File: src/rtl/gbr_pkg.sv
package gbr_pkg;

   localparam int unsigned CH_W        = 8;
   localparam int unsigned NUM_CH      = 4;
   localparam int unsigned PIX_W       = CH_W * NUM_CH;
   localparam int unsigned KSIZE       = 5;
   localparam int unsigned NUM_CLASS   = 6;
   localparam int unsigned LINE_ROWS   = 8;
   localparam int unsigned SLOT_W      = 3;
   localparam int unsigned DIM_LO      = 5;
   localparam int unsigned HEIGHT_CAP  = 2048;
   localparam int unsigned ROW_W       = 11;
   localparam int unsigned DIM_REG_W   = 12;
   localparam int unsigned WEIGHT_W    = 16;
   localparam int unsigned CSR_IDX_W   = 3;
   localparam int unsigned CSR_DATA_W  = 16;
   localparam int unsigned CSUM_W      = 11;
   localparam int unsigned PROD_W      = CSUM_W + WEIGHT_W;
   localparam int unsigned QUEUE_DEPTH = 4;
   localparam int unsigned QPTR_W      = 2;

   localparam logic [DIM_REG_W-1:0] WIDTH_RESET  = 12'd640;
   localparam logic [DIM_REG_W-1:0] HEIGHT_RESET = 12'd480;

   typedef enum logic [0:0] {
      CMD_PIXEL = 1'b0,
      CMD_FLUSH = 1'b1
   } cmd_type;

   typedef enum logic [CSR_IDX_W-1:0] {
      REG_IMAGE_WIDTH      = 3'd0,
      REG_IMAGE_HEIGHT     = 3'd1,
      REG_WEIGHT_CENTER    = 3'd2,
      REG_WEIGHT_AXIS_NEAR = 3'd3,
      REG_WEIGHT_AXIS_FAR  = 3'd4,
      REG_WEIGHT_DIAG_NEAR = 3'd5,
      REG_WEIGHT_KNIGHT    = 3'd6,
      REG_WEIGHT_DIAG_FAR  = 3'd7
   } reg_index_type;

   localparam int unsigned CLS_CENTER    = 0;
   localparam int unsigned CLS_AXIS_NEAR = 1;
   localparam int unsigned CLS_AXIS_FAR  = 2;
   localparam int unsigned CLS_DIAG_NEAR = 3;
   localparam int unsigned CLS_KNIGHT    = 4;
   localparam int unsigned CLS_DIAG_FAR  = 5;

   typedef logic [NUM_CLASS-1:0][WEIGHT_W-1:0] weight_set_type;

   localparam weight_set_type WEIGHT_RESET = {
      16'd195, 16'd873, 16'd3907, 16'd1437, 16'd6443, 16'd10625
   };

   typedef logic [NUM_CH-1:0][CH_W-1:0] pixel_type;

   typedef struct packed {
      logic [SLOT_W-1:0] slot;
      logic [1:0]        top_gap;
      logic [1:0]        bot_gap;
      logic              first;
      logic              last;
   } tap_ctl_type;

   function automatic int unsigned tap_class(input int row, input int col);
      int dy;
      int dx;
      int unsigned cls;
      dy = (row < 2) ? 2 - row : row - 2;
      dx = (col < 2) ? 2 - col : col - 2;
      if (dy == 0 && dx == 0) begin
         cls = CLS_CENTER;
      end else if (dy + dx == 1) begin
         cls = CLS_AXIS_NEAR;
      end else if ((dy == 0 && dx == 2) || (dy == 2 && dx == 0)) begin
         cls = CLS_AXIS_FAR;
      end else if (dy == 1 && dx == 1) begin
         cls = CLS_DIAG_NEAR;
      end else if (dy + dx == 3) begin
         cls = CLS_KNIGHT;
      end else begin
         cls = CLS_DIAG_FAR;
      end
      return cls;
   endfunction

endpackage

File: src/rtl/gbr_queue.sv
module gbr_queue #(
   parameter int unsigned DATA_W = 8
) (
   input  logic              clock,
   input  logic              reset,
   input  logic              push,
   input  logic [DATA_W-1:0] push_data,
   output logic              full,
   input  logic              pop,
   output logic [DATA_W-1:0] pop_data,
   output logic              empty
);

   logic [DATA_W-1:0]          entry_ff [gbr_pkg::QUEUE_DEPTH];
   logic [gbr_pkg::QPTR_W-1:0] wr_ptr_ff, wr_ptr_in;
   logic [gbr_pkg::QPTR_W-1:0] rd_ptr_ff, rd_ptr_in;
   logic [gbr_pkg::QPTR_W:0]   count_ff, count_in;

   assign full     = (count_ff == (gbr_pkg::QPTR_W + 1)'(gbr_pkg::QUEUE_DEPTH));
   assign empty    = (count_ff == '0);
   assign pop_data = entry_ff[rd_ptr_ff];

   always_comb begin
      wr_ptr_in = wr_ptr_ff + gbr_pkg::QPTR_W'(push);
      rd_ptr_in = rd_ptr_ff + gbr_pkg::QPTR_W'(pop);
      count_in  = count_ff + (gbr_pkg::QPTR_W + 1)'(push) - (gbr_pkg::QPTR_W + 1)'(pop);
   end

   always_ff @(posedge clock) begin
      if (reset) begin
         wr_ptr_ff <= '0;
         rd_ptr_ff <= '0;
         count_ff  <= '0;
      end else begin
         wr_ptr_ff <= wr_ptr_in;
         rd_ptr_ff <= rd_ptr_in;
         count_ff  <= count_in;
      end
   end

   always_ff @(posedge clock) begin
      if (push) begin
         entry_ff[wr_ptr_ff] <= push_data;
      end
   end

endmodule

File: config.mk
export PLATFORM = sky130hd
export DESIGN_NAME = gbr_queue
export DESIGN_NICKNAME = d
export VERILOG_FILES = /design/src/rtl/gbr_pkg.sv /design/src/rtl/gbr_queue.sv
export SDC_FILE = /design/constraint.sdc
export NUM_CORES = 1
export LEC_CHECK = 0
export ABC_AREA = 1
export BUFFER_PORTS_ARGS = -buffer_cell sky130_fd_sc_hd__buf_4
export CAP_MARGIN = 20
export CELL_PAD_IN_SITES_DETAIL_PLACEMENT = 0
export CELL_PAD_IN_SITES_GLOBAL_PLACEMENT = 1
export CORE_AREA = 2 2 65 67
export DETAILED_ROUTE_END_ITERATION = 16
export DIE_AREA = 0 0 67 69
export GPL_TIMING_DRIVEN = 0
export PLACE_DENSITY_LB_ADDON = 0.1
export SYNTH_ARGS = -nofsm -noshare
export SYNTH_HDL_FRONTEND = slang
export SYNTH_SLANG_ARGS = --single-unit
File: constraint.sdc
create_clock -name clock -period 2.1 [get_ports clock]
set_clock_uncertainty 0.2 [all_clocks]
set_input_delay 0.42 -clock clock [delete_from_list [all_inputs] [get_ports clock]]
set_output_delay 0.42 -clock clock [all_outputs]
set_load 0.02 [all_outputs]
# Word-level counts from Yosys, hierarchy flattened
# Memories as Yosys holds them, arrays and structs flattened. A register that Yosys moved wholly into a read port is not among the register bits.
# Cells that the tools add are included.
[totals]
regBits = 7
mem_bits_rw = 32
input_bits = 12
word_cells = 13
n_memories = 1
[op_classes]
n_addsub = 4
eq_ne = 1
mux = 3
n_reduce_logical = 1
[mem_list]
columns = ["name", "words", "word_bits", "read_ports", "rd_clocked_by_memory_dff", "write_ports", "line_no", "source"]
rows = [
  ["entry_ff", 4, 8, 1, 1, 1, "gbr_queue.sv:14", "logic [DATA_W-1:0] entry_ff [gbr_pkg::QUEUE_DEPTH];"],
]
[ops]
columns = ["operator", "n"]
rows = [
  ["adder 2 x 1 -> 2 bit", 2],
  ["adder 3 x 1 -> 3 bit", 1],
  ["equality test 3 bit (second input constant)", 1],
  ["zero test 3 bit", 1],
  ["subtractor 3 x 1 -> 3 bit", 1],
  ["2-to-1 mux 1 bit", 2],
  ["2-to-1 mux 2 bit", 1],
]

# Logic depth before layout (Yosys ltp)
# Gate-level depths: netlist (run 1).
[depth]
ltp_word = 2
mapped_depth = 8

# Least setup slack after synthesis (run 1)
# No wires, ideal clock.
[synth_timing]
path_kind = "input to register"
from = "input port pop"
to = "register count_ff[2] (netlist bit)"
setup_ns = 0.115
arrival_ns = 1.411
required_time_ns = 1.785
setup_slack_ns = 0.374
path_stages = 6
path_cell_list = "ha_1 > inv_1 > ha_1 > fa_1 > a21oi_1 > nor2_1"
[synth_between]
elab_chain_cells = 1
[synth_rtl]
columns = ["item", "line_no", "source"]
rows = [
  ["from (decl)", "gbr_queue.sv:9", "input logic pop,"],
  ["subtractor 3 x 1 -> 3 bit", "gbr_queue.sv:26", "count_in = count_ff + (gbr_pkg::QPTR_W + 1)'(push) - (gbr_pkg::QPTR_W + 1)'(pop);"],
  ["to (signal assigned)", "gbr_queue.sv:37", "count_ff <= count_in;"],
  ["to (decl)", "gbr_queue.sv:17", "logic [gbr_pkg::QPTR_W:0] count_ff, count_in;"],
]
# Every way passes these cells.
# A chain may end at the register's enable or synchronous reset.

==> results.ini, run 1 <==
[place]
post-dp-hpwl_um=2020
place_ws_ps=81.3
dpl.cell_count=212
gp_congestion=0.773
port_buffers=21

[critical_path]
cp-start-kind=register
worstRegToRegCells=3
reg2reg_to=entry_ff[2][1]
r2r_setup_slack_ps=180
crit_fanout=10
r2r_start=wr_ptr_ff[1]
cp.arrival_ps=1330
endpoint_kind=output port
worst_ep_required_time_ps=1480
worstSetupPathType=reg2out

[worst_hold_path]
hold_end=entry_ff[3][2]
hp-class=in2reg
min_path_cells=1
hp-start=push_data[2]

[sta]
relSlewSlack_pct=42.5
worst_slack_ps=146
period_share_pct=93.0
fin_setup_tns_ps=0
tightest_slew_ps=856
timing.final.crit_period_ps=1950
finalHoldViolCount=0
maxSlewViolCount=0
rsz0062_at_grt=false
max_freq_ghz=0.512
setup_viol_count_final=0

[synthesis]
synth.cell_area_um2=1640
yosysTopAreaCell=edfxtp_1
synthCells=138
async_flop_share_pct=0
synth_top_area_share_pct=58.6
synth_nets=155
ys_top_cells_by_area=edfxtp_1 59%, dfxtp_1 8.5%, inv_1 6.6%, nand2_1 4.4%, o211ai_1 3.2%
synth_cell_type_count=19
yosysMostFrequentCell=edfxtp_1
ys_seq_area_share_pct=67.2
yosysWarnings=0
avgSynthCellArea_um2=11.9
ys_seq_elements=39
synth_commonest_cells=32 x edfxtp_1, 29 x inv_1, 19 x nand2_1, 8 x a21oi_1, 8 x nor2_1
synth_ff_type=edfxtp_1
synth_edf_count=32

[power]
seqPwrFrac_pct=45.9
p_clk_share_pct=36.8
comb_power_share_pct=17.3
swShare_pct=24.4
ir_worst_vdd_mv=0.482
switching_power_uw=486
cellPowerDensity_nw_per_um2=987
internal-power_uw=1510
p_leak_uw=0.000840

[route]
final_antenna_net_count=0
dr_total_vias=1013
wl_um=2890
drt_pass1_iterations=4
drc=0
wire_per_inst_um=13.1
drtIter0Drc=46
avgViaCountPerCell=4.60

[grt]
grt-ovfl-total=0
grt_util_met1_pct=19.0
grt.met2_usage_pct=22.3
grt_pass1_wl_um=4820
busiest_layer=met2
grt_pass1_vias=1007
grt_max_degree=14
antenna_found_initial=0
use_met3_pct=4.89
grt_usage_pct=14.6

[final_layout]
final_util_pct=51.6
final_layout_size_suffix_gt1_share_pct=23.5
nets=186
layoutNonFillerInstCount=220
area_growth_syn_to_layout_pct=23.3
diodes=0

[clocking]
cts-root-buf=clkbuf_8
cts_buffer_depth=2
post-cts-setup-buffers=0
htreeDepth=2
cts_tree=yes
postCtsHoldBufs=0
ctsResizeCount=0
cts_buffers=5
insertion_delay_ps=290
clock-sinks=39
path_clk_slew_ps=80

[floorplan]
coreArea_um2=3910
fp-row-count=23
die-area_um2=4620
dieHeight_um=69
io_pins=22
start_util_pct=41.9
die_w_um=67

[run]
max-cap-violations=0

[run_status]
status=finished, final reports clean

==> sequential cells by signal (all words and copies together), names as in the netlist <==
register	flops
rd_ptr_ff	2
count_ff	3
wr_ptr_ff	2
entry_ff	32
==> cell type report <==
type	count	area, um^2
plain buffers	5	56.3
clock buffers	5	68.8
clock inverters	3	67.6
fillers	361	1890
inverters	29	109
multi-input cells	65	378
flip-flops and latches	39	1100
well taps	50	62.6
repair buffers	24	178
==> per-layer routing <==
metal | vias up | share of wire [%]
met2 | 21 | 47
met3 | 6 | 4.2
met5 | - | 0
met1 | 467 | 48
met4 | 0 | 1.5
li1 | 519 | -
==> metrics by stage <==
step                      cell area [um^2]  total power [uW]  hold WS (ps)
final                                 2020              2000           126
after global routing                  2020              2100           109
after CTS                             2020              2020           115
after detailed placement              1880              1280           366
after global placement                1860              1270           346
after floorplan                       1640              1150           291
==> cell families after synthesis <==
group	count (synthesis)	share of synthesized area, %
buffers and inverters	34	10.1
xor gates and xnor gates	2	1.07
AOI/OAI and AO/OA	25	9.39
DFF	39	67.2
and+or+nand+nor	33	8.01
adders and majority gates	5	4.27
==> critical path, stage by stage (launching register included) <==
cell and delay (ps):
dfxtp_1 470, buf_6 200, nand2_1 60, o211ai_1 70, nand2_1 90, buf_4 160
==> cell usage in the layout, fill, tap and decap left out, drive strengths merged, types with 4 or more instances in the layout <==
cell type and count:
clkbuf 5, o21ai 8, nor2 8, nor3 5, ha 4, a21oi 9, dfxtp 7, o211ai 8
edfxtp 32, inv 29, buf 29, nand2 19
==> worst max-delay path by stage <==
stage	startpoint	endpoint	slack, ps	depth (start not counted)
floorplan	pop	count_ff[2]	370	6
global placement	push	entry_ff[3][3]	-220	3
detailed placement	push	entry_ff[2][3]	80	4
CTS	rd_ptr_ff[0]	pop_data[0]	120	5
global route	rd_ptr_ff[0]	pop_data[2]	10	5
finish	rd_ptr_ff[0]	pop_data[0]	150	5
==> power by group through the flow <==
stage          clock (uW)  sequential (uW)  combinational [uW]
2_1_floorplan           0              926                 219
3_3_place_gp            0              931                 337
3_5_place_dp            0              932                 351
4_1_cts               752              915                 352
5_1_grt               785              921                 393
6_report              734              915                 346
Note: power is estimated with default switching activity, not from simulation.
==> inputs of run 2 (changes only) <==
--- a/config.mk
+++ b/config.mk
@@ -7,14 +7,14 @@
 export LEC_CHECK = 0
 export ABC_AREA = 1
 export BUFFER_PORTS_ARGS = -buffer_cell sky130_fd_sc_hd__buf_4
-export CAP_MARGIN = 20
+export CAP_MARGIN = 0
 export CELL_PAD_IN_SITES_DETAIL_PLACEMENT = 0
 export CELL_PAD_IN_SITES_GLOBAL_PLACEMENT = 1
 export CORE_AREA = 2 2 65 67
 export DETAILED_ROUTE_END_ITERATION = 16
 export DIE_AREA = 0 0 67 69
 export GPL_TIMING_DRIVEN = 0
-export PLACE_DENSITY_LB_ADDON = 0.1
+export PLACE_DENSITY = 0.81
 export SYNTH_ARGS = -nofsm -noshare
 export SYNTH_HDL_FRONTEND = slang
 export SYNTH_SLANG_ARGS = --single-unit
==> run 2 against run 1 <==
Compared with the run above: sequential power barely moved; utilization is 0.22 points lower; register-to-register slack worse by 20 ps; combinational power about the same; first-iteration DRC count up 26%; sequential cell count is the same; largest cell class unchanged; largest power group unchanged; highest routed layer unchanged.
==> results.ini, run 2 (same netlist as run 1, synthesis figures left out) <==
[run_status]
status=finished, final reports clean

[sta]
maxSlewViolCount=0
tightest_slew_ps=794
relSlewSlack_pct=46.8
setup_viol_count_final=0
period_share_pct=94.1
timing.final.crit_period_ps=1980
max_freq_ghz=0.506
finalHoldViolCount=0
fin_hold_ws_ps=132
fin_setup_tns_ps=0
worst_slack_ps=123
rsz0062_at_grt=false

[critical_path]
r2r_setup_slack_ps=160
cpPeakStageDelay_ps=460
crit_fanout=10
crit_start=rd_ptr_ff[0]
critPathSlowestCell=dfxtp_1
critPathBufInv=2
cp-start-kind=register
worstSetupEndpoint=pop_data[2]
crit_path_cell_trace=buf_6 -> a21oi_1 -> o21ai_1 -> nand2_1 -> buf_4
worst_ep_required_time_ps=1480
reg2reg_to=entry_ff[2][4]
r2r_start=wr_ptr_ff[1]
cp.depth=5
worstRegToRegCells=3
endpoint_kind=output port
cp.arrival_ps=1360
crit_family=flip-flops
worstSetupPathType=reg2out

[grt]
grt_pass1_vias=1000
grt_usage_pct=14.1
grt-ovfl-total=0
grt_pass1_wl_um=4710
antenna_found_initial=0
grt_max_degree=13

[route]
drc=0
dr_total_vias=1003
wire_per_inst_um=13.3
final_antenna_net_count=0
drtIter0Drc=58
wl_um=2900
avgViaCountPerCell=4.60
drt_pass1_iterations=4

[floorplan]
dieHeight_um=69
coreArea_um2=3910
die-area_um2=4620
fp-row-count=23
die_w_um=67
start_util_pct=41.9
io_pins=22

[clocking]
insertion_delay_ps=280
cts_buffer_depth=2
cts-root-buf=clkbuf_8
cts_buffers=5
htreeDepth=2
cts_tree=yes
path_clk_slew_ps=80
clock-sinks=39

[final_layout]
reg_top3=entry_ff: 32 flops, count_ff: 3 flops
layout_commonest_cell=edfxtp_1
final_cell_mix=32 x edfxtp_1, 29 x inv_1, 22 x buf_4
regMostFlops=entry_ff
diodes=0
fillers=379
final_layout_size_suffix_gt1_share_pct=23.2
nets=184
regArea_um2=1100
area_growth_syn_to_layout_pct=22.7
final_util_pct=51.4
largest_reg_flops=32
multi_input_area_um2=388

[place]
port_buffers=21
post-dp-hpwl_um=1950
gp_congestion=0.738
place_ws_ps=-192

[power]
ir_worst_vdd_mv=0.502
p_leak_uw=0.000834
cellPowerDensity_nw_per_um2=983
total_power_uw=1980

[run]
max-cap-violations=0

[worst_hold_path]
hp-class=in2reg

## run 2: worst min path at each step
stage	start	endpoint	slack [ps]	depth (start not counted)
6_report	push_data[0]	entry_ff[2][0]	130	1
5_1_grt	push_data[0]	entry_ff[1][0]	130	1
4_1_cts	push_data[0]	entry_ff[2][0]	130	1
3_5_place_dp	wr_ptr_ff[1]	wr_ptr_ff[1]	350	2
3_3_place_gp	wr_ptr_ff[1]	wr_ptr_ff[1]	340	2
2_1_floorplan	reset	count_ff[0]	290	1
## run 2: timing repair
action / 4_1_cts / 5_1_grt
hold buffers: 0 / 0
pin swaps: 0 / 0
buffers inserted: 0 / 0
setup endpoints to repair: 21 / 8
gates resized for setup: 1 / 1
## run 2: stage by stage
stage	area [um^2]	std cells
after global placement	1860	209
after floorplan	1640	138
after detailed placement	1860	209
after global routing	2010	218
final	2010	218
after CTS	2000	217
## run 2: power breakdown
part | internal, uW | switching [uW]
registers | 889 | 26.6
logic | 144 | 200
clock network | 475 | 243
## run 2: layout make-up
type	count	area share, %
Sequential cell	39	54.7
Multi-Input combinational cell	65	19.3
Timing Repair Buffer	22	8.08
Inverter	29	5.41
Clock buffer	6	3.61
Tap cell	50	3.11
Clock inverter	2	2.99
Buffer	5	2.80
## run 2: per-layer routing
metal  global-route usage, %  vias up  wire length [um]
met5                       0        -                 0
met4                    5.44        0                48
met3                    3.59        7               105
met2                    24.4       17              1540
met1                    16.3      463              1200
li1                        -      516                 -
==> inputs of run 3 (changes only) <==
--- a/config.mk
+++ b/config.mk
@@ -10,9 +10,9 @@
 export CAP_MARGIN = 0
 export CELL_PAD_IN_SITES_DETAIL_PLACEMENT = 0
 export CELL_PAD_IN_SITES_GLOBAL_PLACEMENT = 1
-export CORE_AREA = 2 2 65 67
+export CORE_AREA = 3 3 66 68
 export DETAILED_ROUTE_END_ITERATION = 16
-export DIE_AREA = 0 0 67 69
+export DIE_AREA = 0 0 69 71
 export GPL_TIMING_DRIVEN = 0
 export PLACE_DENSITY = 0.81
 export SYNTH_ARGS = -nofsm -noshare
==> run 3 against run 2 <==
Compared with the run above: register-to-register slack better by 200 ps; combinational power up 1%; hold slack worse by 3.9 ps; cell area down 2.2%; die area up 6.0%; non-clock buffer count unchanged; largest cell class unchanged; largest power group unchanged; highest routed layer unchanged.
==> results.ini, run 3 (same netlist as run 1, synthesis figures left out) <==
[final_layout]
final_util_pct=50.3
final_layout_size_suffix_gt1_share_pct=23.2
diodes=0
area_growth_syn_to_layout_pct=20.0
layout_commonest_cell=edfxtp_1
regMostFlops=entry_ff
layoutNonFillerInstCount=218
fillers=363
largest_reg_flops=32
reg_top3=entry_ff: 32 flops, count_ff: 3 flops
nets=184
final_cell_mix=32 x edfxtp_1, 29 x inv_1, 23 x buf_4

[grt]
grt_usage_pct=13.0
grt_max_degree=13
grt-ovfl-total=0
grt_pass1_vias=1059
grt_pass1_wl_um=4760
antenna_found_initial=0

[clocking]
cts_buffers=5
clock-sinks=39
cts-root-buf=clkbuf_8
path_clk_slew_ps=80
post-cts-setup-buffers=0
htreeDepth=2
cts_tree=yes
insertion_delay_ps=280
cts_buffer_depth=2

[route]
drc=0
avgViaCountPerCell=4.68
highest_layer=met4
met2WireLength_um=1520
drt_pass1_iterations=4
drtIter0Drc=36
dr_total_vias=1021
wl_um=2960
wl_met1_um=1260
wl_met3_um=132
final_antenna_net_count=0
wire_per_inst_um=13.6

[sta]
finalHoldViolCount=0
timing.final.crit_period_ps=1970
relSlewSlack_pct=48.7
maxSlewViolCount=0
rsz0062_at_grt=false
max_freq_ghz=0.509
worst_slack_ps=135
setup_viol_count_final=0
period_share_pct=93.6
tightest_slew_ps=765

[critical_path]
worstRegToRegCells=7
endpoint_kind=output port
crit_start=rd_ptr_ff[0]
cp-start-kind=register
crit_fanout=10
cp.arrival_ps=1350
r2r_start=count_ff[0]
worst_ep_required_time_ps=1480
worstSetupPathType=reg2out

[floorplan]
start_util_pct=41.9
dieHeight_um=71
fp-row-count=23
coreArea_um2=3910
die-area_um2=4900
io_pins=22
die_w_um=69

[run_status]
status=finished, final reports clean

[power]
seqPwrFrac_pct=52.4
swShare_pct=27.4
internal-power_uw=1270
p_clk_share_pct=27.6
p_leak_uw=0.000809
ir_worst_vdd_mv=0.486
cellPowerDensity_nw_per_um2=888
comb_power_share_pct=19.9
switching_power_uw=479
total_power_uw=1750

[place]
dpl.cell_count=209
post-dp-hpwl_um=2010
port_buffers=21
place_ws_ps=-145
gp_congestion=0.755

[worst_hold_path]
min_path_cells=1
hp-class=in2reg
hp-start=push_data[6]

[run]
max-cap-violations=0

## run 3: final timing paths
check / to / slack [ps]
min: entry_ff[3][6] / 130
max: pop_data[1] / 130
max reg2reg: count_ff[2] / 360
min reg2reg: wr_ptr_ff[1] / 370
## run 3: cell type report
type | instances | area [um^2] | share of cell area [%]
clock inverter | 2 | 12.5 | 0.636
inverter | 29 | 109 | 5.53
buffer | 5 | 56.3 | 2.86
timing repair buffer | 22 | 165 | 8.40
sequential | 39 | 1100 | 56.0
tap | 50 | 62.6 | 3.18
multi-input combinational | 65 | 388 | 19.7
clock buffer | 6 | 72.6 | 3.69
## run 3: stage by stage
stage | cell area [um^2] | hold WS [ps] | TNS, ps
detailed placement | 1860 | 344 | -3300
finish | 1970 | 128 | 0
floorplan | 1640 | 291 | 0
CTS | 1950 | 123 | 0
global placement | 1860 | 341 | -2300
global route | 1970 | 119 | 0
## run 3: worst max-delay path, stage by stage (launching register included)
cell and delay [ps]:
dfxtp_1 450, buf_6 190, nand2_1 60, o211ai_1 80, nand2_1 100, buf_4 160
## run 3: per-layer routing
layer  vias to the layer above  GRT usage (%)
li1                        519              -
met1                       476           14.5
met2                        21           21.6
met3                         5           3.98
met4                         0           8.24
met5                         -              0
## run 3: repair_timing
action	CTS	global route
cloned	0	0
endpoints found under the setup margin	16	8
gates resized for setup	2	1
hold buffers	0	0
endpoints found under the hold margin	0	0
## run 3: power by group through the flow
stage	logic [uW]	clock network [uW]	registers [uW]
final	348	483	916
after global routing	386	523	921
after CTS	349	493	915
after detailed placement	347	0	932
after global placement	335	0	929
after floorplan	219	0	926
