<file path="src/rtl/gbr_pkg.sv">
package gbr_pkg;

   localparam int unsigned CH_W        = 8;
   localparam int unsigned NUM_CH      = 4;
   localparam int unsigned PIX_W       = CH_W * NUM_CH;
   localparam int unsigned KSIZE       = 5;
   localparam int unsigned NUM_CLASS   = 6;
   localparam int unsigned LINE_ROWS   = 8;
   localparam int unsigned SLOT_W      = 3;
   localparam int unsigned DIM_LO      = 5;
   localparam int unsigned HEIGHT_CAP  = 2048;
   localparam int unsigned ROW_W       = 11;
   localparam int unsigned DIM_REG_W   = 12;
   localparam int unsigned WEIGHT_W    = 16;
   localparam int unsigned CSR_IDX_W   = 3;
   localparam int unsigned CSR_DATA_W  = 16;
   localparam int unsigned CSUM_W      = 11;
   localparam int unsigned PROD_W      = CSUM_W + WEIGHT_W;
   localparam int unsigned QUEUE_DEPTH = 4;
   localparam int unsigned QPTR_W      = 2;

   localparam logic [DIM_REG_W-1:0] WIDTH_RESET  = 12'd640;
   localparam logic [DIM_REG_W-1:0] HEIGHT_RESET = 12'd480;

   typedef enum logic [0:0] {
      CMD_PIXEL = 1'b0,
      CMD_FLUSH = 1'b1
   } cmd_type;

   typedef enum logic [CSR_IDX_W-1:0] {
      REG_IMAGE_WIDTH      = 3'd0,
      REG_IMAGE_HEIGHT     = 3'd1,
      REG_WEIGHT_CENTER    = 3'd2,
      REG_WEIGHT_AXIS_NEAR = 3'd3,
      REG_WEIGHT_AXIS_FAR  = 3'd4,
      REG_WEIGHT_DIAG_NEAR = 3'd5,
      REG_WEIGHT_KNIGHT    = 3'd6,
      REG_WEIGHT_DIAG_FAR  = 3'd7
   } reg_index_type;

   localparam int unsigned CLS_CENTER    = 0;
   localparam int unsigned CLS_AXIS_NEAR = 1;
   localparam int unsigned CLS_AXIS_FAR  = 2;
   localparam int unsigned CLS_DIAG_NEAR = 3;
   localparam int unsigned CLS_KNIGHT    = 4;
   localparam int unsigned CLS_DIAG_FAR  = 5;

   typedef logic [NUM_CLASS-1:0][WEIGHT_W-1:0] weight_set_type;

   localparam weight_set_type WEIGHT_RESET = {
      16'd195, 16'd873, 16'd3907, 16'd1437, 16'd6443, 16'd10625
   };

   typedef logic [NUM_CH-1:0][CH_W-1:0] pixel_type;

   typedef struct packed {
      logic [SLOT_W-1:0] slot;
      logic [1:0]        top_gap;
      logic [1:0]        bot_gap;
      logic              first;
      logic              last;
   } tap_ctl_type;

   function automatic int unsigned tap_class(input int row, input int col);
      int dy;
      int dx;
      int unsigned cls;
      dy = (row < 2) ? 2 - row : row - 2;
      dx = (col < 2) ? 2 - col : col - 2;
      if (dy == 0 && dx == 0) begin
         cls = CLS_CENTER;
      end else if (dy + dx == 1) begin
         cls = CLS_AXIS_NEAR;
      end else if ((dy == 0 && dx == 2) || (dy == 2 && dx == 0)) begin
         cls = CLS_AXIS_FAR;
      end else if (dy == 1 && dx == 1) begin
         cls = CLS_DIAG_NEAR;
      end else if (dy + dx == 3) begin
         cls = CLS_KNIGHT;
      end else begin
         cls = CLS_DIAG_FAR;
      end
      return cls;
   endfunction

endpackage

</file>
<file path="src/rtl/gbr_ifs.sv">
interface gbr_req_if;
   logic                      valid;
   logic                      ready;
   logic                      cmd;
   logic [gbr_pkg::CH_W-1:0]  in_red;
   logic [gbr_pkg::CH_W-1:0]  in_green;
   logic [gbr_pkg::CH_W-1:0]  in_blue;
   logic [gbr_pkg::CH_W-1:0]  in_alpha;

   modport source (output valid, cmd, in_red, in_green, in_blue, in_alpha, input ready);
   modport sink (input valid, cmd, in_red, in_green, in_blue, in_alpha, output ready);
endinterface


interface gbr_csr_if;
   logic                             valid;
   logic                             ready;
   logic [gbr_pkg::CSR_IDX_W-1:0]    index;
   logic [gbr_pkg::CSR_DATA_W-1:0]   data;

   modport source (output valid, index, data, input ready);
   modport sink (input valid, index, data, output ready);
endinterface

</file>
<file path="src/rtl/gbr_front.sv">
module gbr_front #(
   parameter int unsigned MAX_WIDTH = 2048
) (
   input  logic                         clock,
   input  logic                         reset,
   gbr_req_if.sink                      req_bus,
   gbr_csr_if.sink                      csr_bus,
   output gbr_pkg::weight_set_type      weights,
   output logic                         wr_en,
   output logic [gbr_pkg::SLOT_W-1:0]   wr_slot,
   output logic [$clog2(MAX_WIDTH)-1:0] wr_col,
   output gbr_pkg::pixel_type           wr_data,
   output logic                         push,
   output gbr_pkg::tap_ctl_type         push_ctl,
   output logic [$clog2(MAX_WIDTH)-1:0] push_col,
   input  logic                         q_full
);

   localparam int unsigned COL_W  = $clog2(MAX_WIDTH);
   localparam int unsigned DIM_W  = $clog2(MAX_WIDTH + 1);
   localparam int unsigned FEED_W = DIM_W + 1;
   localparam int unsigned PEND_W = $clog2(2 * MAX_WIDTH + 8);
   localparam int unsigned HDIM_W = gbr_pkg::DIM_REG_W;

   logic [gbr_pkg::DIM_REG_W-1:0] width_ff, width_in;
   logic [gbr_pkg::DIM_REG_W-1:0] height_ff, height_in;
   gbr_pkg::weight_set_type       weight_ff, weight_in;

   logic [COL_W-1:0]              in_col_ff, in_col_in;
   logic [gbr_pkg::ROW_W-1:0]     in_row_ff, in_row_in;
   logic [COL_W-1:0]              out_col_ff, out_col_in;
   logic [gbr_pkg::ROW_W-1:0]     out_row_ff, out_row_in;
   logic [PEND_W-1:0]             pend_ff, pend_in;
   logic [gbr_pkg::SLOT_W-1:0]    in_slot_ff, in_slot_in;
   logic [gbr_pkg::SLOT_W-1:0]    out_slot_ff, out_slot_in;

   logic                          cfg_write;
   logic                          restart;
   logic                          accept;
   logic                          pixel;
   logic [DIM_W-1:0]              w_eff;
   logic [DIM_W-1:0]              w_last;
   logic [HDIM_W-1:0]             h_eff;
   logic [HDIM_W-1:0]             h_last;
   logic                          in_col_wrap;
   logic                          in_row_wrap;
   logic                          out_col_wrap;
   logic                          out_row_wrap;
   logic [HDIM_W-1:0]             rows_left;
   logic [DIM_W-1:0]              cols_left;
   logic [PEND_W-1:0]             need_gap;
   logic [PEND_W-1:0]             pend_inc;
   logic                          release_out;
   logic [FEED_W-1:0]             feed_pos;

   assign cfg_write     = csr_bus.valid && csr_bus.ready;
   assign csr_bus.ready = 1'b1;
   assign req_bus.ready = !q_full;
   assign accept        = req_bus.valid && req_bus.ready;
   assign pixel         = accept && (req_bus.cmd == gbr_pkg::CMD_PIXEL);
   assign weights       = weight_ff;

   always_comb begin
      if (width_ff < gbr_pkg::DIM_REG_W'(gbr_pkg::DIM_LO)) begin
         w_eff = DIM_W'(gbr_pkg::DIM_LO);
      end else if (32'(width_ff) > MAX_WIDTH) begin
         w_eff = DIM_W'(MAX_WIDTH);
      end else begin
         w_eff = DIM_W'(width_ff);
      end
      if (height_ff < gbr_pkg::DIM_REG_W'(gbr_pkg::DIM_LO)) begin
         h_eff = HDIM_W'(gbr_pkg::DIM_LO);
      end else if (32'(height_ff) > gbr_pkg::HEIGHT_CAP) begin
         h_eff = HDIM_W'(gbr_pkg::HEIGHT_CAP);
      end else begin
         h_eff = height_ff;
      end
      w_last = w_eff - DIM_W'(1);
      h_last = h_eff - HDIM_W'(1);
   end

   always_comb begin
      in_col_wrap  = (DIM_W'(in_col_ff) == w_last);
      in_row_wrap  = (HDIM_W'(in_row_ff) == h_last);
      out_col_wrap = (DIM_W'(out_col_ff) == w_last);
      out_row_wrap = (HDIM_W'(out_row_ff) == h_last);
      rows_left    = h_last - HDIM_W'(out_row_ff);
      cols_left    = w_last - DIM_W'(out_col_ff);
      if (rows_left >= HDIM_W'(2)) begin
         need_gap = PEND_W'(w_eff) << 1;
      end else if (rows_left == HDIM_W'(1)) begin
         need_gap = PEND_W'(w_eff);
      end else begin
         need_gap = '0;
      end
      if (cols_left >= DIM_W'(2)) begin
         need_gap = need_gap + PEND_W'(2);
      end else begin
         need_gap = need_gap + PEND_W'(cols_left);
      end
      pend_inc    = pend_ff + PEND_W'(pixel);
      release_out = accept && (pend_inc > need_gap);
      feed_pos    = FEED_W'(out_col_ff) + FEED_W'(2);
   end

   always_comb begin
      push             = release_out;
      push_ctl.slot    = out_slot_ff;
      push_ctl.first   = (out_col_ff == '0);
      push_ctl.last    = out_col_wrap && out_row_wrap;
      push_ctl.top_gap = (out_row_ff >= gbr_pkg::ROW_W'(2)) ? 2'd2 : out_row_ff[1:0];
      push_ctl.bot_gap = (rows_left >= HDIM_W'(2)) ? 2'd2 : rows_left[1:0];
      if (feed_pos < FEED_W'(w_eff)) begin
         push_col = COL_W'(feed_pos);
      end else begin
         push_col = COL_W'(w_last);
      end
   end

   assign wr_en   = pixel;
   assign wr_slot = in_slot_ff;
   assign wr_col  = in_col_ff;
   assign wr_data = {req_bus.in_alpha, req_bus.in_blue, req_bus.in_green, req_bus.in_red};

   always_comb begin
      width_in  = width_ff;
      height_in = height_ff;
      weight_in = weight_ff;
      restart   = 1'b0;
      if (cfg_write) begin
         unique case (gbr_pkg::reg_index_type'(csr_bus.index))
            gbr_pkg::REG_IMAGE_WIDTH: begin
               width_in = csr_bus.data[gbr_pkg::DIM_REG_W-1:0];
               restart  = 1'b1;
            end
            gbr_pkg::REG_IMAGE_HEIGHT: begin
               height_in = csr_bus.data[gbr_pkg::DIM_REG_W-1:0];
               restart   = 1'b1;
            end
            gbr_pkg::REG_WEIGHT_CENTER: weight_in[gbr_pkg::CLS_CENTER] = csr_bus.data;
            gbr_pkg::REG_WEIGHT_AXIS_NEAR: weight_in[gbr_pkg::CLS_AXIS_NEAR] = csr_bus.data;
            gbr_pkg::REG_WEIGHT_AXIS_FAR: weight_in[gbr_pkg::CLS_AXIS_FAR] = csr_bus.data;
            gbr_pkg::REG_WEIGHT_DIAG_NEAR: weight_in[gbr_pkg::CLS_DIAG_NEAR] = csr_bus.data;
            gbr_pkg::REG_WEIGHT_KNIGHT: weight_in[gbr_pkg::CLS_KNIGHT] = csr_bus.data;
            gbr_pkg::REG_WEIGHT_DIAG_FAR: weight_in[gbr_pkg::CLS_DIAG_FAR] = csr_bus.data;
            default: ;
         endcase
      end
   end

   always_comb begin
      in_col_in   = in_col_ff;
      in_row_in   = in_row_ff;
      in_slot_in  = in_slot_ff;
      out_col_in  = out_col_ff;
      out_row_in  = out_row_ff;
      out_slot_in = out_slot_ff;
      pend_in     = pend_inc - PEND_W'(release_out);
      if (pixel) begin
         if (in_col_wrap) begin
            in_col_in  = '0;
            in_slot_in = in_slot_ff + gbr_pkg::SLOT_W'(1);
            in_row_in  = in_row_wrap ? '0 : in_row_ff + gbr_pkg::ROW_W'(1);
         end else begin
            in_col_in = in_col_ff + COL_W'(1);
         end
      end
      if (release_out) begin
         if (out_col_wrap) begin
            out_col_in  = '0;
            out_slot_in = out_slot_ff + gbr_pkg::SLOT_W'(1);
            out_row_in  = out_row_wrap ? '0 : out_row_ff + gbr_pkg::ROW_W'(1);
         end else begin
            out_col_in = out_col_ff + COL_W'(1);
         end
      end
      if (restart) begin
         in_col_in   = '0;
         in_row_in   = '0;
         out_col_in  = '0;
         out_row_in  = '0;
         pend_in     = '0;
         in_slot_in  = in_slot_ff;
         out_slot_in = in_slot_ff;
      end
   end

   always_ff @(posedge clock) begin
      if (reset) begin
         width_ff    <= gbr_pkg::WIDTH_RESET;
         height_ff   <= gbr_pkg::HEIGHT_RESET;
         weight_ff   <= gbr_pkg::WEIGHT_RESET;
         in_col_ff   <= '0;
         in_row_ff   <= '0;
         out_col_ff  <= '0;
         out_row_ff  <= '0;
         pend_ff     <= '0;
         in_slot_ff  <= '0;
         out_slot_ff <= '0;
      end else begin
         width_ff    <= width_in;
         height_ff   <= height_in;
         weight_ff   <= weight_in;
         in_col_ff   <= in_col_in;
         in_row_ff   <= in_row_in;
         out_col_ff  <= out_col_in;
         out_row_ff  <= out_row_in;
         pend_ff     <= pend_in;
         in_slot_ff  <= in_slot_in;
         out_slot_ff <= out_slot_in;
      end
   end

endmodule

</file>
<file path="src/flat_wrapper.sv">
// flat-port wrapper written by rule: the top's interface ports become plain ports
module gbr_front_flat 
#(
   parameter int unsigned MAX_WIDTH = 2048
)
  (clock, reset, weights, wr_en, wr_slot, wr_col, wr_data, push, push_ctl, push_col, q_full, req_bus_valid, req_bus_cmd, req_bus_in_red, req_bus_in_green, req_bus_in_blue, req_bus_in_alpha, req_bus_ready, csr_bus_valid, csr_bus_index, csr_bus_data, csr_bus_ready);
  gbr_req_if req_bus_i ();
  gbr_csr_if csr_bus_i ();
  input  logic clock;
  input  logic reset;
  output gbr_pkg::weight_set_type weights;
  output logic wr_en;
  output logic [gbr_pkg::SLOT_W-1:0] wr_slot;
  output logic [$clog2(MAX_WIDTH)-1:0] wr_col;
  output gbr_pkg::pixel_type wr_data;
  output logic push;
  output gbr_pkg::tap_ctl_type push_ctl;
  output logic [$clog2(MAX_WIDTH)-1:0] push_col;
  input  logic q_full;
  input wire logic [$bits(req_bus_i.valid)-1:0] req_bus_valid;
  input wire logic [$bits(req_bus_i.cmd)-1:0] req_bus_cmd;
  input wire logic [$bits(req_bus_i.in_red)-1:0] req_bus_in_red;
  input wire logic [$bits(req_bus_i.in_green)-1:0] req_bus_in_green;
  input wire logic [$bits(req_bus_i.in_blue)-1:0] req_bus_in_blue;
  input wire logic [$bits(req_bus_i.in_alpha)-1:0] req_bus_in_alpha;
  output wire logic [$bits(req_bus_i.ready)-1:0] req_bus_ready;
  input wire logic [$bits(csr_bus_i.valid)-1:0] csr_bus_valid;
  input wire logic [$bits(csr_bus_i.index)-1:0] csr_bus_index;
  input wire logic [$bits(csr_bus_i.data)-1:0] csr_bus_data;
  output wire logic [$bits(csr_bus_i.ready)-1:0] csr_bus_ready;
  assign req_bus_i.valid = req_bus_valid;
  assign req_bus_i.cmd = req_bus_cmd;
  assign req_bus_i.in_red = req_bus_in_red;
  assign req_bus_i.in_green = req_bus_in_green;
  assign req_bus_i.in_blue = req_bus_in_blue;
  assign req_bus_i.in_alpha = req_bus_in_alpha;
  assign req_bus_ready = req_bus_i.ready;
  assign csr_bus_i.valid = csr_bus_valid;
  assign csr_bus_i.index = csr_bus_index;
  assign csr_bus_i.data = csr_bus_data;
  assign csr_bus_ready = csr_bus_i.ready;
  gbr_front #(.MAX_WIDTH(MAX_WIDTH)) u_core (.clock(clock), .reset(reset), .req_bus(req_bus_i), .csr_bus(csr_bus_i), .weights(weights), .wr_en(wr_en), .wr_slot(wr_slot), .wr_col(wr_col), .wr_data(wr_data), .push(push), .push_ctl(push_ctl), .push_col(push_col), .q_full(q_full));
endmodule
</file>
<file path="config.mk">
export PLATFORM = sky130hd
export DESIGN_NAME = gbr_front_flat
export DESIGN_NICKNAME = d
export VERILOG_FILES = /design/src/rtl/gbr_pkg.sv /design/src/rtl/gbr_ifs.sv /design/src/rtl/gbr_front.sv /design/src/flat_wrapper.sv
export SDC_FILE = /design/constraint.sdc
export NUM_CORES = 1
export LEC_CHECK = 0
export ABC_AREA = 1
export BUFFER_PORTS_ARGS = -buffer_cell sky130_fd_sc_hd__clkbuf_2
export CAP_MARGIN = 10
export CORE_UTILIZATION = 61
export DETAILED_ROUTE_END_ITERATION = 16
export PLACE_DENSITY = 0.91
export SLEW_MARGIN = 20
export SYNTH_ARGS = -nofsm -noshare
export SYNTH_HDL_FRONTEND = slang
export SYNTH_SLANG_ARGS = --single-unit
</file>
<file path="constraint.sdc">
create_clock -name clock -period 15.7 [get_ports clock]
set_clock_uncertainty 0.2 [all_clocks]
set_input_delay 3.14 -clock clock [delete_from_list [all_inputs] [get_ports clock]]
set_output_delay 3.14 -clock clock [all_outputs]
set_load 0.01 [all_outputs]
</file>
## Yosys cells after proc, flatten, opt, wreduce, memory -nomap -nowiden

Cells that the tools add are included.

- Input bits: 57
- Register bits after elaboration: 172
- Output and inout port bits: 166
- Word-level logic and storage cells: 90

- Reduce and logical (&&, ||, !) cells: 22
- Eq/ne operators: 11
- Order comparisons: 9
- $add $sub $neg: 14
- Bitwise logic cells: 2
- Multiplexer cells: 18

Operator list:

| kind | number |
|---|---|
| 12-bit 2-to-1 mux | 5 |
| 11-bit 2-to-1 mux | 4 |
| 11-bit by 12-bit == test with 1-bit output | 3 |
| 11-bit by 1-bit adder with 11-bit output, second input constant | 3 |
| 13-bit 2-to-1 mux | 2 |
| 12-bit by 2-bit greater-or-equal comparator with 1-bit output, second input constant | 2 |
| 12-bit greater-than comparator, second input constant | 2 |
| 12-bit by 3-bit less-than comparator with 1-bit output, second input constant | 2 |
| 12-bit by 1-bit subtractor with 12-bit output, second input constant | 2 |
| 12-bit by 11-bit subtractor with 12-bit output | 2 |
| 2-bit AND reduction | 10 |
| 13-bit by 1-bit adder with 13-bit output | 1 |
| 13-bit by 12-bit adder with 13-bit output | 1 |
| 13-bit by 2-bit adder with 13-bit output, second input constant | 1 |
| 13-bit greater-than comparator | 1 |
| 13-bit by 12-bit less-than comparator with 1-bit output | 1 |
| 13-bit by 1-bit subtractor with 13-bit output | 1 |
| 11-bit by 2-bit adder with 12-bit output, second input constant | 1 |
| 12-bit by 1-bit == test with 1-bit output, second input constant | 1 |
| 3-bit == test, second input constant | 4 |
| 11-bit by 2-bit greater-or-equal comparator with 1-bit output, second input constant | 1 |
| 11-bit zero test | 1 |
| 3-bit 2-to-1 mux | 3 |
| 3-bit by 1-bit adder with 3-bit output, second input constant | 2 |
| other kinds (11) | 20 |

## Longest topological paths before layout

- Word-level depth: 14
- Mapped depth: 57
- Gate-level depth less buffers: 56

## Least setup slack after synthesis

No wires, ideal clock.

- Path type: input to output
- From: in q_full
- To: out push
- Data required time: 12360 ps
- Path slack: 6600 ps
- Arrival: 5760 ps
- Stages on the path: 23
- Buffers on the path: 0
- Cells stage by stage: inv_1 nand2_1 nor2_2 ha_1 ha_1 nand2_1 inv_1 nand2_1 nor2_1 nand2_1 xor2_1 inv_1 ha_1 nand2_1 inv_1 nand3_1 a21oi_1 o21bai_1 nand2_1 nand2_1 nand2_1 nand2_1 inv_1

- Longest elaborated chain between the ends: 6

RTL lines:

| element | RTL line | text |
|---|---|---|
| from (decl) | flat_wrapper.sv:19 | `input logic q_full;` |
| 1-bit zero test | gbr_front.sv:58 | `assign req_bus.ready = !q_full;` |
| 1-bit logical AND | gbr_front.sv:59 | `assign accept = req_bus.valid && req_bus.ready;` |
| 1-bit logical AND | gbr_front.sv:60 | `assign pixel = accept && (req_bus.cmd == gbr_pkg::CMD_PIXEL);` |
| net wr_en | flat_wrapper.sv:12 | `output logic wr_en;` |
| 13-bit by 1-bit adder with 13-bit output | gbr_front.sv:101 | `pend_inc = pend_ff + PEND_W'(pixel);` |
| 13-bit greater-than comparator | gbr_front.sv:102 | `release_out = accept && (pend_inc > need_gap);` |
| 1-bit logical AND | gbr_front.sv:102 |  |
| to (decl) | flat_wrapper.sv:16 | `output logic push;` |

The timed path passes the listed nets, and every way through them passes these cells.

## Worst setup path after layout

- From: reg u_core.height_ff[2] in the netlist's numbering
- To: out push

- Longest elaborated chain between the ends: 12
- Elaborated cells on any way between the ends: 15
- Those cells by class: 4 x add/sub; 4 x order compare; 1 x eq/ne; 5 x mux; 1 x reduce/logical

RTL lines:

| element | RTL line | text |
|---|---|---|
| from (decl) | gbr_front.sv:26 | `logic [gbr_pkg::DIM_REG_W-1:0] height_ff, height_in;` |
| from (signal assigned) | gbr_front.sv:191 | `height_ff <= gbr_pkg::HEIGHT_RESET;` |
| from (signal assigned) | gbr_front.sv:202 | `height_ff <= height_in;` |
| 12-bit greater-than comparator | gbr_front.sv:73 | `end else if (32'(height_ff) > gbr_pkg::HEIGHT_CAP) begin` |
| 12-bit 2-to-1 mux | gbr_front.sv:73 |  |
| 12-bit 2-to-1 mux * | gbr_front.sv:71 | `if (height_ff < gbr_pkg::DIM_REG_W'(gbr_pkg::DIM_LO)) begin` |
| 12-bit by 1-bit subtractor with 12-bit output * | gbr_front.sv:79 | `h_last = h_eff - HDIM_W'(1);` |
| 12-bit by 11-bit subtractor with 12-bit output * | gbr_front.sv:87 | `rows_left = h_last - HDIM_W'(out_row_ff);` |
| parallel branches: the longest is 2 deep, another holds 12-bit by 2-bit greater-or-equal comparator with 1-bit output | -- |  |
| 13-bit 2-to-1 mux * | gbr_front.sv:89 | `if (rows_left >= HDIM_W'(2)) begin` |
| 13-bit by 12-bit adder with 13-bit output / 13-bit by 2-bit adder with 13-bit output (equally long branches) | gbr_front.sv:99, gbr_front.sv:97 |  |
| 13-bit 2-to-1 mux * | gbr_front.sv:96 | `if (cols_left >= DIM_W'(2)) begin` |
| 13-bit greater-than comparator * | gbr_front.sv:102 |  |
| 1-bit logical AND * | gbr_front.sv:102 |  |

Every way passes the cells marked *.

==> metrics.md <==
| Metric | Value |
|---|---|
| Synth Flop Type | dfxtp_1 |
| Post-synth EDFFs | 0 |
| # rows | 49 |
| IO Pins | 223 |
| Via count | 11.58k |
| Fin util | 69.65% |
| Worst skew pair latency | 0.44 ns |
| Max-Cap Viols | 0 |
| Final Max Tran Viols | 0 |
| WL/cell | 16.08 um |
| Status | completed |
| HP Class | flip-flop to flip-flop |
| GPL Wtd Cong | 1.007 |
| Synthesized area | 11280 um^2 |
| Register area share after synthesis | 30.53% |
| Mux share of post-synthesis cell area | 0% |
| Arrival @ worst endpoint | 7.33 ns |
| Drt first pass iters | 7 |
| Worst Path Required | 12.36 ns |
| Place WS | 5.655 ns |
| Clock slew at reported path FFs | 0.07 ns |
| Simple-Gate Fraction of Synth Area | 34.22% |
| Starting Density | 62.57% |
| Most common cell after layout, fill and taps aside | nand2_1 |
| Total track usage | 34.93% |
| Clock sinks | 172 |
| Placed cells | 2004 |
| Die width | 138.0 um |
| GRT overflow | 0 |
| Clock Tree Root | clkbuf_16 |
| Unique cell type count in the Yosys netlist | 54 |
| Number of antenna violations at the first check in global routing | 0 |
| R2r setup slk | 7.18 ns |
| Vias in the first global route | 10.55k |
| Placed cell areas | 11940 um^2 |
| Final ANT Viol Nets | 0 |
| Synth async-reset ratio | 0% |
| Layout cell share with drive strength beyond 1 | 14.83% |
| Max VDD drop | 0.07847 mV |
| Adder and majority cell fraction of the synthesized area | 8.742% |
| Net total in the final layout | 1928 |
| CP Class | flip-flop to output pin |
| Setup ws final | 5.031 ns |
| Yosys top cell area share | 30.53% |
| Period utilisation layout | 67.95% |
| Sum Neg Setup Slack | 0 ns |
| Buffer count from post-CTS setup fixing | 0 |
| Slew margin rel. | 29.28% |
| Final setup vio count | 0 |
| Worst Tran Pin Value | 1.061 ns |
| Core area | 18020 um^2 |
| Routed wire length | 32740 um |
| DRC Markers | 0 |
| Power density over the cells | 87.62 nW/um^2 |
| Vias/cell | 5.687 |
| Initial DRC Count | 831 |
| Max Clock Freq | 93.73 MHz |
| Largest cells by area after synthesis | dfxtp_1 (31%), nand2_1 (12%), nor2_1 (9.0%) |
| Most frequent cells in the layout | nand2_1 (364), nor2_1 (268), inv_1 (182) |
| Hold Buf Count CTS | 0 |
| Clock buffer count from CTS | 17 |
| Most Frequent Cell on Critical Path | nand2_1 |
| Syn avg cell area | 6.670 um^2 |
| Finished Cell Area | 12550 um^2 |
| RSZ-0062 raised after global routing | no |
| Area Growth Syn to Fin | 11.32% |
| Total die area | 19040 um^2 |
| First-pass GRT wire length | 51600 um |
| Worst path slowest cell | ha_1 |
| Final Hold Viols | 0 |
| Seq cells post-synth | 172 |
| CTS H-Tree Depth | 4 |
| Detailed Place HPWL | 24650 um |
| CP Launch Type | flip-flop |
| Largest family of logic cells by synthesized area | simple AND/OR/NAND/NOR gates |
| Largest net degree at the start of global routing | 125 |
| Synthesized Nets | 1825 |
| Fin cells | 2036 |
| Die H | 138.0 um |
| Syn Inst Count | 1691 |
| Crit. End Element | output pin |
| CTS tree | built |
| Fin crit period | 10.67 ns |
| Complex-gate fraction of the synthesized area | 11.66% |
| CTS resizes | 0 |
| Diode count | 0 |
| Slowest stage delay, CP | 0.45 ns |
| Post-Synth XOR/XNOR Area | 4.571% |
| Bufs on Longest Clock Path | 2 |
| Port Buffers | 157 |
| Leak | 6.217 nW |
| CP Max Fanout | 13 |
| Area leader, netlist | dfxtp_1 |
| Ys Warns | 0 |
| Hold slack | 0.2635 ns |
| Total power | 1.100 mW |
[flip-flops by register name, indices dropped and copies added, names as in the netlist]
| register | count |
|---|---|
| u_core.height_ff | 12 |
| u_core.out_col_ff | 11 |
| u_core.out_row_ff | 11 |
| u_core.out_slot_ff | 3 |
| u_core.pend_ff | 13 |
| u_core.weights | 96 |
| u_core.width_ff | 12 |
| u_core.wr_col | 11 |
| u_core.wr_slot | 3 |
[routing by layer]
layer  global-route usage, %  up-vias  wire length [um]
met5                       0        -                 0
met4                   17.93        0              1386
met3                   8.735      109              3300
met2                   56.86      591             14980
met1                   42.54     5233             13070
li1                        -     5646                 -
[power by group]
group	total, mW	switching [mW]	internal [mW]
combinational	0.211	0.140	0.0709
clock	0.435	0.218	0.217
sequential	0.454	0.00714	0.447
total	1.10	0.365	0.735
[cell usage after synthesis, types with 3 or more instances]
cell type,number
nand2_1,364
xor2_1,43
nor4_1,12
o21ai_0,122
nand3_2,4
inv_1,183
fa_1,3
nand2_2,25
a21oi_2,3
nand3b_1,4
nand4_1,35
a211oi_1,3
inv_2,6
ha_1,74
nor2_2,13
buf_2,3
nand3_4,3
dfxtp_1,172
xnor2_1,14
buf_4,34
o21bai_1,5
a21oi_1,68
o21ai_2,3
a21o_1,3
o21ai_1,10
o211ai_1,5
or2_2,3
clkbuf_1,36
a31oi_1,3
nor3_1,26
nand3_1,108
nor2_1,269
[critical path, delay by kind of cell (launching register included)]
kind                     cells  cell delay, ns
buffers and inverters        6            0.83
adder cells (fa/ha/maj)      3            1.13
XOR/XNOR                     2            0.25
flip-flops                   1            0.36
AO/OA/AOI/OAI               10            1.72
AND/OR/NAND/NOR             25            2.60
[final cells by class]
type | instances | area, um^2
clock buffer | 17 | 425.4
clock inverter | 15 | 183.9
fill | 1501 | 5470
inverter | 191 | 716.9
multi-input combinational | 1251 | 6683
sequential | 172 | 3443
tap | 229 | 286.5
timing repair buffer | 161 | 815.8
[kinds of logic after synthesis]
group	Yosys count
buf+inv	268
other cells	1
compound gates	238
simple gates	877
fa+ha+maj	77
flops	172
xor+xnor	58
[worst paths after layout]
path | cells past startpoint | startpoint | to
setup / recovery | 46 | u_core.height_ff[2] | push
hold / removal | 2 | u_core.weights[80] | u_core.weights[80]
setup reg to reg | 54 | u_core.height_ff[2] | u_core.pend_ff[12]
hold reg to reg | 2 | u_core.weights[80] | u_core.weights[80]
Power figures use the tool's default switching activity.
